## src/hdl/svn_pkg.sv

```systemverilog
// softmax normalizer package: sizes, exp table, shared struct
// no dependencies
package svn_pkg;
    localparam int MaxElems = 32;
    localparam int IdxW = $clog2(MaxElems);
    localparam int CntW = $clog2(MaxElems + 1);
    localparam int SumW = 22;
    localparam int QDepth = 2;

    typedef struct packed {
        logic [15:0] value;
        logic        stored;
        logic        last;
    } front_item_t;

    function automatic logic [15:0] exp_lut(input logic [3:0] j);
        logic [15:0] r;
        unique case (j)
            4'd0: r = 16'd65535;
            4'd1: r = 16'd62757;
            4'd2: r = 16'd60097;
            4'd3: r = 16'd57549;
            4'd4: r = 16'd55109;
            4'd5: r = 16'd52773;
            4'd6: r = 16'd50535;
            4'd7: r = 16'd48393;
            4'd8: r = 16'd46341;
            4'd9: r = 16'd44376;
            4'd10: r = 16'd42495;
            4'd11: r = 16'd40693;
            4'd12: r = 16'd38968;
            4'd13: r = 16'd37316;
            4'd14: r = 16'd35734;
            default: r = 16'd34219;
        endcase
        return r;
    endfunction
endpackage

```

## src/hdl/svn_if.sv

```systemverilog
// valid/ready channel interfaces for the softmax normalizer
// no dependencies
interface svn_in_if;
    logic               valid;
    logic               ready;
    logic signed [15:0] value;
    logic               last;
    modport source (output valid, value, last, input ready);
    modport sink (input valid, value, last, output ready);
endinterface

interface svn_out_if;
    logic        valid;
    logic        ready;
    logic [15:0] prob;
    logic        final_res;
    logic        overflowed;
    modport source (output valid, prob, final_res, overflowed, input ready);
    modport sink (input valid, prob, final_res, overflowed, output ready);
endinterface

```

## src/hdl/svn_ram.sv

```systemverilog
// generic single-port-write, registered-read ram
// no dependencies
module svn_ram #(
    parameter int Width = 16,
    parameter int Depth = 32
) (
    input  logic                     clk,
    input  logic                     we,
    input  logic [$clog2(Depth)-1:0] waddr,
    input  logic [Width-1:0]         wdata,
    input  logic [$clog2(Depth)-1:0] raddr,
    output logic [Width-1:0]         rdata
);
    logic [Width-1:0] mem [Depth];

    always_ff @(posedge clk)
    begin
        if (we)
        begin
            mem[waddr] <= wdata;
        end
        rdata <= mem[raddr];
    end
endmodule

```

## src/hdl/svn_front.sv

```systemverilog
// front end: takes elements, decides store or drop, fills the queue
// depends on svn_pkg, svn_if
module svn_front
    import svn_pkg::*;
(
    input  logic         clk,
    input  logic         rst_n,
    svn_in_if.sink       in_ch,
    input  logic         vec_done,
    output logic         q_push,
    output front_item_t  q_item,
    input  logic         q_full
);
    logic [CntW-1:0] cnt_reg, cnt_next;
    logic            busy_reg, busy_next;

    // one vector at a time: hold off after a last element until the back end finishes
    assign in_ch.ready = !q_full && !busy_reg;
    assign q_push = in_ch.valid && in_ch.ready;
    assign q_item.value = in_ch.value;
    assign q_item.stored = cnt_reg < CntW'(MaxElems);
    assign q_item.last = in_ch.last;

    always_comb
    begin
        cnt_next = cnt_reg;
        busy_next = busy_reg;
        if (q_push)
        begin
            if (in_ch.last)
            begin
                cnt_next = '0;
                busy_next = 1'b1;
            end
            else if (q_item.stored)
            begin
                cnt_next = cnt_reg + 1'b1;
            end
        end
        if (vec_done)
        begin
            busy_next = 1'b0;
        end
    end

    always_ff @(posedge clk or negedge rst_n)
    begin
        if (!rst_n)
        begin
            cnt_reg <= '0;
            busy_reg <= 1'b0;
        end
        else
        begin
            cnt_reg <= cnt_next;
            busy_reg <= busy_next;
        end
    end
endmodule

```

## src/hdl/svn_queue.sv

```systemverilog
// short fifo between front and back end
// depends on svn_pkg
module svn_queue
    import svn_pkg::*;
(
    input  logic        clk,
    input  logic        rst_n,
    input  logic        push,
    input  front_item_t push_item,
    output logic        full,
    input  logic        pop,
    output front_item_t pop_item,
    output logic        not_empty
);
    localparam int PtrW = $clog2(QDepth);
    front_item_t      slot_reg [QDepth];
    logic [PtrW-1:0]  wp_reg, rp_reg;
    logic [PtrW:0]    fill_reg;

    assign full = fill_reg == (PtrW+1)'(QDepth);
    assign not_empty = fill_reg != '0;
    assign pop_item = slot_reg[rp_reg];

    always_ff @(posedge clk)
    begin
        if (push)
        begin
            slot_reg[wp_reg] <= push_item;
        end
    end

    always_ff @(posedge clk or negedge rst_n)
    begin
        if (!rst_n)
        begin
            wp_reg <= '0;
            rp_reg <= '0;
            fill_reg <= '0;
        end
        else
        begin
            if (push)
            begin
                wp_reg <= wp_reg + 1'b1;
            end
            if (pop)
            begin
                rp_reg <= rp_reg + 1'b1;
            end
            fill_reg <= fill_reg + (PtrW+1)'(push) - (PtrW+1)'(pop);
        end
    end
endmodule

```

## src/hdl/svn_back.sv

```systemverilog
// back end: element store, running max, exp pass, sum, divide pass
// depends on svn_pkg, svn_if, svn_ram
module svn_back
    import svn_pkg::*;
(
    input  logic         clk,
    input  logic         rst_n,
    input  logic         q_valid,
    input  front_item_t  q_item,
    output logic         q_pop,
    output logic         vec_done,
    svn_out_if.source    out_ch
);
    localparam logic [2:0] StLoad = 3'd0;
    localparam logic [2:0] StExpRd = 3'd1;
    localparam logic [2:0] StExpCalc = 3'd2;
    localparam logic [2:0] StDivRd = 3'd3;
    localparam logic [2:0] StDiv = 3'd4;
    localparam logic [2:0] StEmit = 3'd5;
    localparam logic [2:0] StExpMul = 3'd6;
    localparam logic [2:0] StDivLd = 3'd7;

    logic [2:0]         st_reg;
    logic [CntW-1:0]    cnt_reg;
    logic [IdxW-1:0]    idx_reg;
    logic signed [15:0] max_reg;
    logic [SumW-1:0]    sum_reg;
    logic               drop_reg;
    logic [31:0]        n369_reg;

    // divider state
    logic [5:0]         dstep_reg;
    logic [SumW:0]      rem_reg;
    logic [37:0]        dnum_reg;
    logic [16:0]        quo_reg;

    logic [15:0]        prob_reg;
    logic               fin_reg;
    logic               ovf_reg;
    logic               oval_reg;

    // memories
    logic               el_we;
    logic [IdxW-1:0]    el_waddr;
    logic [15:0]        el_rdata;
    logic               ex_we;
    logic [15:0]        ex_wdata;
    logic [15:0]        ex_rdata;

    svn_ram #(.Width(16), .Depth(MaxElems)) u_el (
        .clk(clk), .we(el_we), .waddr(el_waddr), .wdata(q_item.value),
        .raddr(idx_reg), .rdata(el_rdata)
    );
    svn_ram #(.Width(16), .Depth(MaxElems)) u_ex (
        .clk(clk), .we(ex_we), .waddr(idx_reg), .wdata(ex_wdata),
        .raddr(idx_reg), .rdata(ex_rdata)
    );

    assign q_pop = (st_reg == StLoad) && q_valid;
    assign el_we = q_pop && q_item.stored;
    assign el_waddr = cnt_reg[IdxW-1:0];

    logic [15:0] n_diff;
    logic [23:0] p_val;
    logic [15:0] k_val;
    logic [15:0] e_val;
    always_comb
    begin
        n_diff = 16'(17'(max_reg) - 17'($signed(el_rdata)));
        p_val = 24'((n369_reg + 32'd128) >> 8);
        k_val = p_val[23:8];
        e_val = (k_val >= 16'd16) ? 16'd0 : (exp_lut(p_val[7:4]) >> k_val[3:0]);
    end
    assign ex_we = (st_reg == StExpCalc);
    assign ex_wdata = e_val;

    logic [SumW:0] rem_try;
    logic [SumW:0] rem_sh;
    always_comb
    begin
        rem_sh = {rem_reg[SumW-1:0], dnum_reg[37]};
        rem_try = rem_sh - {1'b0, sum_reg};
    end

    logic last_idx;
    assign last_idx = (CntW'(idx_reg) + 1'b1) == cnt_reg;

    always_ff @(posedge clk)
    begin
        if (st_reg == StExpMul)
        begin
            n369_reg <= 32'(n_diff) * 32'd369;
        end
    end

    always_ff @(posedge clk or negedge rst_n)
    begin
        if (!rst_n)
        begin
            st_reg <= StLoad;
            cnt_reg <= '0;
            idx_reg <= '0;
            max_reg <= 16'sh8000;
            sum_reg <= '0;
            drop_reg <= 1'b0;
            dstep_reg <= '0;
            rem_reg <= '0;
            dnum_reg <= '0;
            quo_reg <= '0;
            prob_reg <= '0;
            fin_reg <= 1'b0;
            ovf_reg <= 1'b0;
            oval_reg <= 1'b0;
        end
        else
        begin
            unique case (st_reg)
                StLoad:
                begin
                    if (q_pop)
                    begin
                        if (q_item.stored)
                        begin
                            cnt_reg <= cnt_reg + 1'b1;
                            if ($signed(q_item.value) > max_reg)
                            begin
                                max_reg <= q_item.value;
                            end
                        end
                        else
                        begin
                            drop_reg <= 1'b1;
                        end
                        if (q_item.last)
                        begin
                            idx_reg <= '0;
                            sum_reg <= '0;
                            st_reg <= StExpRd;
                        end
                    end
                end
                StExpRd:
                begin
                    // element ram read in flight
                    st_reg <= StExpMul;
                end
                StExpMul:
                begin
                    st_reg <= StExpCalc;
                end
                StExpCalc:
                begin
                    sum_reg <= sum_reg + SumW'(e_val);
                    if (last_idx)
                    begin
                        idx_reg <= '0;
                        st_reg <= StDivRd;
                    end
                    else
                    begin
                        idx_reg <= idx_reg + 1'b1;
                        st_reg <= StExpRd;
                    end
                end
                StDivRd:
                begin
                    // exp ram read in flight
                    st_reg <= StDivLd;
                end
                StDivLd:
                begin
                    // numerator e*65536 + sum/2, restoring divide one bit a cycle
                    dnum_reg <= 38'({ex_rdata, 16'd0}) + 38'(sum_reg >> 1);
                    rem_reg <= '0;
                    quo_reg <= '0;
                    dstep_reg <= '0;
                    st_reg <= StDiv;
                end
                StDiv:
                begin
                    dnum_reg <= {dnum_reg[36:0], 1'b0};
                    if (!rem_try[SumW])
                    begin
                        rem_reg <= rem_try;
                        quo_reg <= {quo_reg[15:0], 1'b1};
                    end
                    else
                    begin
                        rem_reg <= rem_sh;
                        quo_reg <= {quo_reg[15:0], 1'b0};
                    end
                    dstep_reg <= dstep_reg + 1'b1;
                    if (dstep_reg == 6'd37)
                    begin
                        st_reg <= StEmit;
                    end
                end
                StEmit:
                begin
                    if (!oval_reg)
                    begin
                        prob_reg <= quo_reg[16] ? 16'hFFFF : quo_reg[15:0];
                        fin_reg <= last_idx;
                        ovf_reg <= drop_reg;
                        oval_reg <= 1'b1;
                        if (last_idx)
                        begin
                            cnt_reg <= '0;
                            max_reg <= 16'sh8000;
                            drop_reg <= 1'b0;
                            st_reg <= StLoad;
                        end
                        else
                        begin
                            idx_reg <= idx_reg + 1'b1;
                            st_reg <= StDivRd;
                        end
                    end
                end
                default:
                begin
                    st_reg <= StLoad;
                end
            endcase
            if (out_ch.valid && out_ch.ready)
            begin
                oval_reg <= 1'b0;
            end
        end
    end

    assign vec_done = (st_reg == StEmit) && !oval_reg && last_idx;
    assign out_ch.valid = oval_reg;
    assign out_ch.prob = prob_reg;
    assign out_ch.final_res = fin_reg;
    assign out_ch.overflowed = ovf_reg;

    a_cnt_cap: assert property (@(posedge clk) disable iff (!rst_n)
        cnt_reg <= CntW'(MaxElems)) else $error("element count over capacity");
    a_out_hold: assert property (@(posedge clk) disable iff (!rst_n)
        (oval_reg && !out_ch.ready) |=> oval_reg) else $error("result dropped");
    a_no_pop_busy: assert property (@(posedge clk) disable iff (!rst_n)
        (st_reg != StLoad) |-> !q_pop) else $error("queue pop while busy");
endmodule

```

## src/hdl/softmax_vector_normalizer_unit.sv

```systemverilog
// top level of the softmax normalizer: front end, queue, back end
// depends on svn_pkg, svn_if, svn_front, svn_queue, svn_back
//
// Takes one signed Q8.8 element per transfer, up to 32 per vector, and on
// the element marked last emits one unsigned Q0.16 probability per stored
// element in arrival order, with final_res on the last one and overflowed on
// every result if elements past capacity were dropped. After last, the exp
// pass steps through ram read, multiply, and table and shift for each
// element, and the divide pass through ram read, numerator load, 38 restoring
// divider steps and emit for each element; emit waits while the previous
// result is still held on the output. No input is taken after the last
// element until the final result of that vector has been handed to the
// output register.
module softmax_vector_normalizer_unit
    import svn_pkg::*;
(
    input  logic       clk,
    input  logic       rst_n,
    svn_in_if.sink     in_ch,
    svn_out_if.source  out_ch
);
    logic        q_push;
    logic        q_full;
    logic        q_pop;
    logic        q_ne;
    logic        vec_done;
    front_item_t push_item;
    front_item_t pop_item;

    svn_front u_front (
        .clk(clk), .rst_n(rst_n), .in_ch(in_ch), .vec_done(vec_done),
        .q_push(q_push), .q_item(push_item), .q_full(q_full)
    );

    svn_queue u_queue (
        .clk(clk), .rst_n(rst_n), .push(q_push), .push_item(push_item),
        .full(q_full), .pop(q_pop), .pop_item(pop_item), .not_empty(q_ne)
    );

    svn_back u_back (
        .clk(clk), .rst_n(rst_n), .q_valid(q_ne), .q_item(pop_item),
        .q_pop(q_pop), .vec_done(vec_done), .out_ch(out_ch)
    );
endmodule

```

## src/flat_wrapper.sv

```systemverilog
// flat-port wrapper written by rule: the top's interface ports become plain ports
module softmax_vector_normalizer_unit_flat import svn_pkg::*;
  (clk, rst_n, in_ch_valid, in_ch_value, in_ch_last, in_ch_ready, out_ch_valid, out_ch_prob, out_ch_final_res, out_ch_overflowed, out_ch_ready);
  svn_in_if in_ch_i ();
  svn_out_if out_ch_i ();
  input  logic clk;
  input  logic rst_n;
  input wire logic [$bits(in_ch_i.valid)-1:0] in_ch_valid;
  input wire logic [$bits(in_ch_i.value)-1:0] in_ch_value;
  input wire logic [$bits(in_ch_i.last)-1:0] in_ch_last;
  output wire logic [$bits(in_ch_i.ready)-1:0] in_ch_ready;
  output wire logic [$bits(out_ch_i.valid)-1:0] out_ch_valid;
  output wire logic [$bits(out_ch_i.prob)-1:0] out_ch_prob;
  output wire logic [$bits(out_ch_i.final_res)-1:0] out_ch_final_res;
  output wire logic [$bits(out_ch_i.overflowed)-1:0] out_ch_overflowed;
  input wire logic [$bits(out_ch_i.ready)-1:0] out_ch_ready;
  assign in_ch_i.valid = in_ch_valid;
  assign in_ch_i.value = in_ch_value;
  assign in_ch_i.last = in_ch_last;
  assign in_ch_ready = in_ch_i.ready;
  assign out_ch_valid = out_ch_i.valid;
  assign out_ch_prob = out_ch_i.prob;
  assign out_ch_final_res = out_ch_i.final_res;
  assign out_ch_overflowed = out_ch_i.overflowed;
  assign out_ch_i.ready = out_ch_ready;
  softmax_vector_normalizer_unit u_core (.clk(clk), .rst_n(rst_n), .in_ch(in_ch_i), .out_ch(out_ch_i));
endmodule
```

## config.mk

```make
export PLATFORM = sky130hd
export DESIGN_NAME = softmax_vector_normalizer_unit_flat
export DESIGN_NICKNAME = d
export VERILOG_FILES = /design/src/hdl/svn_pkg.sv /design/src/hdl/svn_if.sv /design/src/hdl/svn_ram.sv /design/src/hdl/svn_front.sv /design/src/hdl/svn_queue.sv /design/src/hdl/svn_back.sv /design/src/hdl/softmax_vector_normalizer_unit.sv /design/src/flat_wrapper.sv
export SDC_FILE = /design/constraint.sdc
export NUM_CORES = 2
export LEC_CHECK = 0
export BUFFER_PORTS_ARGS = -buffer_cell sky130_fd_sc_hd__buf_2
export CORE_UTILIZATION = 60
export CTS_CLUSTER_SIZE = 40
export DETAILED_ROUTE_END_ITERATION = 10
export PLACE_DENSITY_LB_ADDON = 0.12
export SYNTH_ARGS = -nofsm -noshare
export SYNTH_HDL_FRONTEND = slang
export SYNTH_HIERARCHICAL = 1
export SYNTH_SLANG_ARGS = --single-unit
```

## constraint.sdc

```tcl
create_clock -name clk -period 8.4 [get_ports clk]
set_input_delay 1.26 -clock clk [delete_from_list [all_inputs] [get_ports clk]]
set_output_delay 1.26 -clock clk [all_outputs]
set_load 0.01 [all_outputs]
```

; ---- Yosys cells after proc, flatten, opt, wreduce, memory -nomap -nowiden
; Memories as Yosys holds them, arrays and structs flattened. A register that Yosys moved wholly into a read port is not among the register bits.
; Index checks and enable logic that the tools add are counted.
[op_classes]
addsub = 14
multipliers = 1
n_lt_le_gt_ge = 3
n_eq_ne = 19
n_shift = 1
n_mux = 53
bitwise = 1
reduce_logical = 29
[ops]
columns = operator, n
row1 = $mux 16, 7
row2 = $pmux 22 s2, 2
row3 = $pmux 38 s2, 1
row4 = $mux 22, 3
row5 = $mux 6, 6
row6 = $pmux 17 s2, 1
row7 = $add 32x21->33, 1
row8 = $pmux 16 s2, 1
row9 = $add 25x8->26 const B, 1
row10 = $mul 16x9->25 const B, 1
row11 = $mux 5, 5
row12 = $pmux 3 s8, 1
row13 = $pmux 6 s2, 2
row14 = $sub 23x22->23, 1
row15 = $add 22x16->22, 1
row16 = $add 6x1->6 const B, 3
row17 = $gt 16x16->1, 1
row18 = $mux 1, 16
row19 = $reduce_bool 2->1, 8
row20 = $shr 16x4->16, 1
row21 = $sub 16x16->16, 1
row22 = $pmux 5 s3, 1
row23 = $reduce_and 5->1, 3
row24 = $ne 2x2->1 const B, 7
row25 = 26 further kinds, 46
[totals]
register_bits = 191
mem_bits_rw = 1060
romBits = 240
out_inout_bits = 20
mem_count = 4
[mem_list]
columns = memory, words, width, read_ports, rd_clocked_by_memory_dff, wr, line_no
row1 = u_core.u_back.u_el.mem, 32, 16, 1, 1, 1, svn_ram.sv:14  ; logic [Width-1:0] mem [Depth];
row2 = u_core.u_back.u_ex.mem, 32, 16, 1, 1, 1, svn_ram.sv:14
row3 = (name not given), 16, 15, 1, 0, 0, svn_pkg.sv:18  ; unique case (j)
row4 = u_core.u_queue.slot_reg, 2, 18, 1, 0, 1, svn_queue.sv:16  ; front_item_t slot_reg [QDepth];

; ---- Longest topological paths before layout
[logic_depth]
ltp_word = 6
mapped_depth = 28
ltp_nobuf = 28

; ---- Modules after synthesis
; Netlist, hierarchy kept.
[by_module_without_submodules]
columns = mod, n_inst, cells_each, area_per_inst_um2, seq_area_each_um2
row1 = svn_ram, 2, 1143, 20535.9, 15695.1
row2 = svn_back, 1, 1641, 14426.3, 4420.5
row3 = svn_queue, 1, 71, 1547.7, 1181.1
row4 = svn_front, 1, 59, 528.0, 175.2

; ---- Least setup slack after synthesis
; Ideal clock, no wire load.
[synth_path]
path_kind = register -> register
startpoint = register u_core.u_back.max_reg[0]
endpoint = register u_core.u_back.n369_reg[24], data pin
setup_ns = 0.264
arrival_ns = 6.497
setup_slack_ns = 1.639
path_stages_with_launch = 28
path_buffers = 0
path_cell_list = dfrtp_1 -> inv_1 -> ha_1 -> fa_1 -> nor2b_4 -> o31a_1 -> o21ai_0 -> a21boi_0 -> o21ai_0 -> a21oi_1 -> nor2_1 -> xnor2_1 -> xor2_1 -> fa_1 -> fa_1 -> inv_1 -> fa_1 -> inv_1 -> ha_1 -> a21o_1 -> a21o_2 -> a21oi_1 -> nor2_1 -> a221o_1 -> o41a_1 -> a21o_1 -> a31oi_1 -> xor2_1
[synth_between]
elab_chain_cells = 2
[synth_rtl]
columns = item, line_no
row1 = from (decl), svn_back.sv:26  ; logic signed [15:0] max_reg;
row2 = from (signal assigned), svn_back.sv:127  ; max_reg <= q_item.value;
row3 = $sub 16x16->16, svn_back.sv:69  ; n_diff = 16'(17'(max_reg) - 17'($signed(el_rdata)));
row4 = $mul 16x9->25, svn_back.sv:92  ; n369_reg <= 32'(n_diff) * 32'd369;
row5 = to (signal assigned), svn_back.sv:92
row6 = to (decl), svn_back.sv:29  ; logic [31:0] n369_reg;
; Every way passes these cells.
; A chain may end at the register's enable or synchronous reset.

; ---- Worst setup path in the final report
; Ends and elaborated chain as after synthesis.

==> flow_summary_export.csv <==
group,metric,value,unit
clocking,cts_made_buffers,131,
global_route,grt_use_total,26.8,%
placement,port_buffers,40,
critical_path,cp_max_fo,6,
placement,place_hpwl,77000,microns
layout,syn_to_final_growth,9.38,%
yosys,synth_cell_types,96,
critical_path,worstReg2RegEnd,"u_core/u_back/n369_reg[24]",
timing,finalCritPeriodShare,87.1,%
die,core,95000,sq um
route,wire_per_inst,23.5,microns
yosys,syn_area_per_cell,14.2,sq um
clocking,clockRootBuffer,"clkbuf_16",
critical_path,reg2reg_slack,1080,ps
timing,period_needed,7320,ps
yosys,yosysWarnings,6,
route,ant_nets,0,
clocking,cts_tree,"yes",
critical_path,cp_slowest_cell,"or4b_2",
clocking,postCtsHoldBufs,0,
timing,finalSetupTns,0,ps
yosys,synth_fp_nets,4270,
global_route,overflow,0,
yosys,synth_seq_cells,1276,
clocking,clk_latency,740,ps
clocking,clk_pin_slew,60,ps
route,routed_wl,129000,microns
critical_path,timing.rr.start,"u_core/u_back/max_reg[0]",
min_path,worstHoldEndpoint,"u_core/u_back/dnum_reg[11]",
global_route,antenna_found_initial,2,
clocking,post_cts_buffers,0,
route,drtIter0Drc,3280,
route,drc,0,
yosys,async_flop_share,13.0,%
layout,drive_above_1_share,9.70,%
critical_path,ff2ff_path_depth,28,
yosys,synth_edf_count,1078,
yosys,synth_top_area_share,56.2,%
clocking,htreeDepth,4,
min_path,min-delay-start,"u_core/u_back/dnum_reg[11]",
route,vias,33500,
yosys,ys.flop_type,"edfxtp_1",
timing,hold_viol,0,
critical_path,arrival,7800,ps
die,die_h,312,microns
run_status,status,"completed",
clocking,clockBufferDepth,3,
yosys,synth_area_leaders,"edfxtp_1, mux2i_1, dfrtp_1",
global_route,grt_max_degree,118,
critical_path,critPathKind,"reg -> reg",
global_route,grt_pass1_wl,198000,microns
min_path,hold_class,"reg -> reg",
timing,setup_viol,0,
route,viasPerCell,6.09,
min_path,min_path_cells,2,
timing,worst_clock_skew,25.9,ps
timing,max_freq,137,MHz
yosys,yosys.area.top_type,"edfxtp_1",
clocking,cts_sinks,1276,
die,row_count,113,
yosys,synth_area,57600,sq um
critical_path,required,8890,ps
timing,final_max_slew_viol_count,0,
die,die_w,312,microns
job,max_cap_viol_count,0,
die,io_pins,41,
layout,final_nets,4342,
critical_path,slowest_delay,650,ps
yosys,synth_seq_area_share,64.6,%
timing,grt_setup_unrepaired,"false",
clocking,cts_resized,0,
global_route,grt_pass1_vias,33300,
timing,tightest_slew,1070,ps
die,initial_core_util,60.6,%
critical_path,cp-start-kind,"flop",
yosys,syn-instance-count,4057,
route,drt_first_pass_iters,5,
critical_path,worstSetupEndpointType,"flop",
timing,slew_headroom,28.6,%
die,dieArea,97200,sq um
placement,gp_congestion,0.845,
==> worst max-delay path, delay by kind of cell (launching register included) <==
family / cells / cell delay (ps)
flip-flops: 1 / 390
XOR/XNOR: 1 / 80
AO/OA/AOI/OAI: 13 / 3060
AND/OR/NAND/NOR: 5 / 1250
adder cells (fa/ha/maj): 6 / 2130
buffers and inverters: 3 / 160
==> kinds of logic after synthesis <==
family          count (synthesis)  share of synthesized area, %
compound gates                741                          8.83
flops                        1276                          64.6
fa+ha+maj                     192                          4.72
simple gates                  786                          6.51
xor+xnor                      108                          1.70
mux                           565                          9.95
buf+inv                       389                          3.74
==> stage by stage <==
| step | util, % | hold WS [ps] | instances | setup WS, ps | instance area [sq um] |
|---|---|---|---|---|---|
| final | 66.3 | 475 | 5501 | 1080 | 63000 |
| after global routing | 66.3 | 493 | 5500 | 478 | 63000 |
| after CTS | 66.3 | 477 | 5500 | 1100 | 63000 |
| after detailed placement | 62.0 | 463 | 5261 | 1110 | 58900 |
| after global placement | 62.0 | 458 | 5261 | 1200 | 58900 |
| after floorplan | - | 446 | 4057 | 1640 | 57600 |
==> cells in the mapped netlist, types with 104 or more instances <==
cell	number
edfxtp_1	1078
nand2_1	218
inv_1	174
a22o_1	104
a22oi_1	163
o21ai_0	109
nand3_1	107
mux2i_1	542
dfrtp_1	165
a21oi_1	158
nor2_1	209
ha_1	150
==> cell type report <==
type                       instances  area (sq um)
clock buffer                     182          3660
antenna                            1          2.50
multi-input combinational       2392         18400
inverter                         175           657
clock inverter                    57           440
sequential                      1276         37200
timing repair buffer             153          1090
fill                            6808         32000
tap                             1265          1580
==> metal layers <==
metal / track usage, % / vias up / share of wire (%)
li1: - / 15600 / -
met1: 36.8 / 16900 / 43
met2: 45.0 / 885 / 49
met3: 3.37 / 180 / 4.9
met4: 8.08 / 2 / 2.3
met5: 0 / - / 0.013
==> how the worst max path moves through the flow <==
stage                                         from                          to  slack (ps)  depth (start not counted)
after floorplan           u_core/u_back/max_reg[0]  u_core/u_back/n369_reg[24]        1640                         27
after global placement    u_core/u_back/max_reg[0]  u_core/u_back/n369_reg[24]        1200                         28
after detailed placement  u_core/u_back/max_reg[0]  u_core/u_back/n369_reg[24]        1110                         26
after CTS                 u_core/u_back/max_reg[0]  u_core/u_back/n369_reg[24]        1100                         26
after global routing      u_core/u_back/max_reg[0]  u_core/u_back/n369_reg[24]         480                         26
final                     u_core/u_back/max_reg[0]  u_core/u_back/n369_reg[24]        1080                         28
==> cell usage in the layout (no fill, tap or decap), types with 32 or more instances in the layout <==
cell type  Yosys  routed
o21ai_0      109     107
a21oi_1      158     158
edfxtp_1    1078    1078
dfxtp_1       32      32
a22oi_1      163     163
clkbuf_1      70      38
ha_1         150     150
clkbuf_16      0     136
nand4_1       49      49
xor2_1        37      37
dfrtp_1      165     162
nor2_1       209     202
fa_1          42      42
buf_4         58     110
nor3_1        67      65
buf_2         43      39
xnor2_1       68      68
a21o_1        37      37
nand2_1      218     218
inv_1        174     174
mux2i_1      542     542
nand3_1      107     107
a22o_1       104     104
a31oi_1       47      47
Power is left out: the tool's default activity adds up to more than one toggle a clock period on the data nets, which glitch-free logic cannot reach.
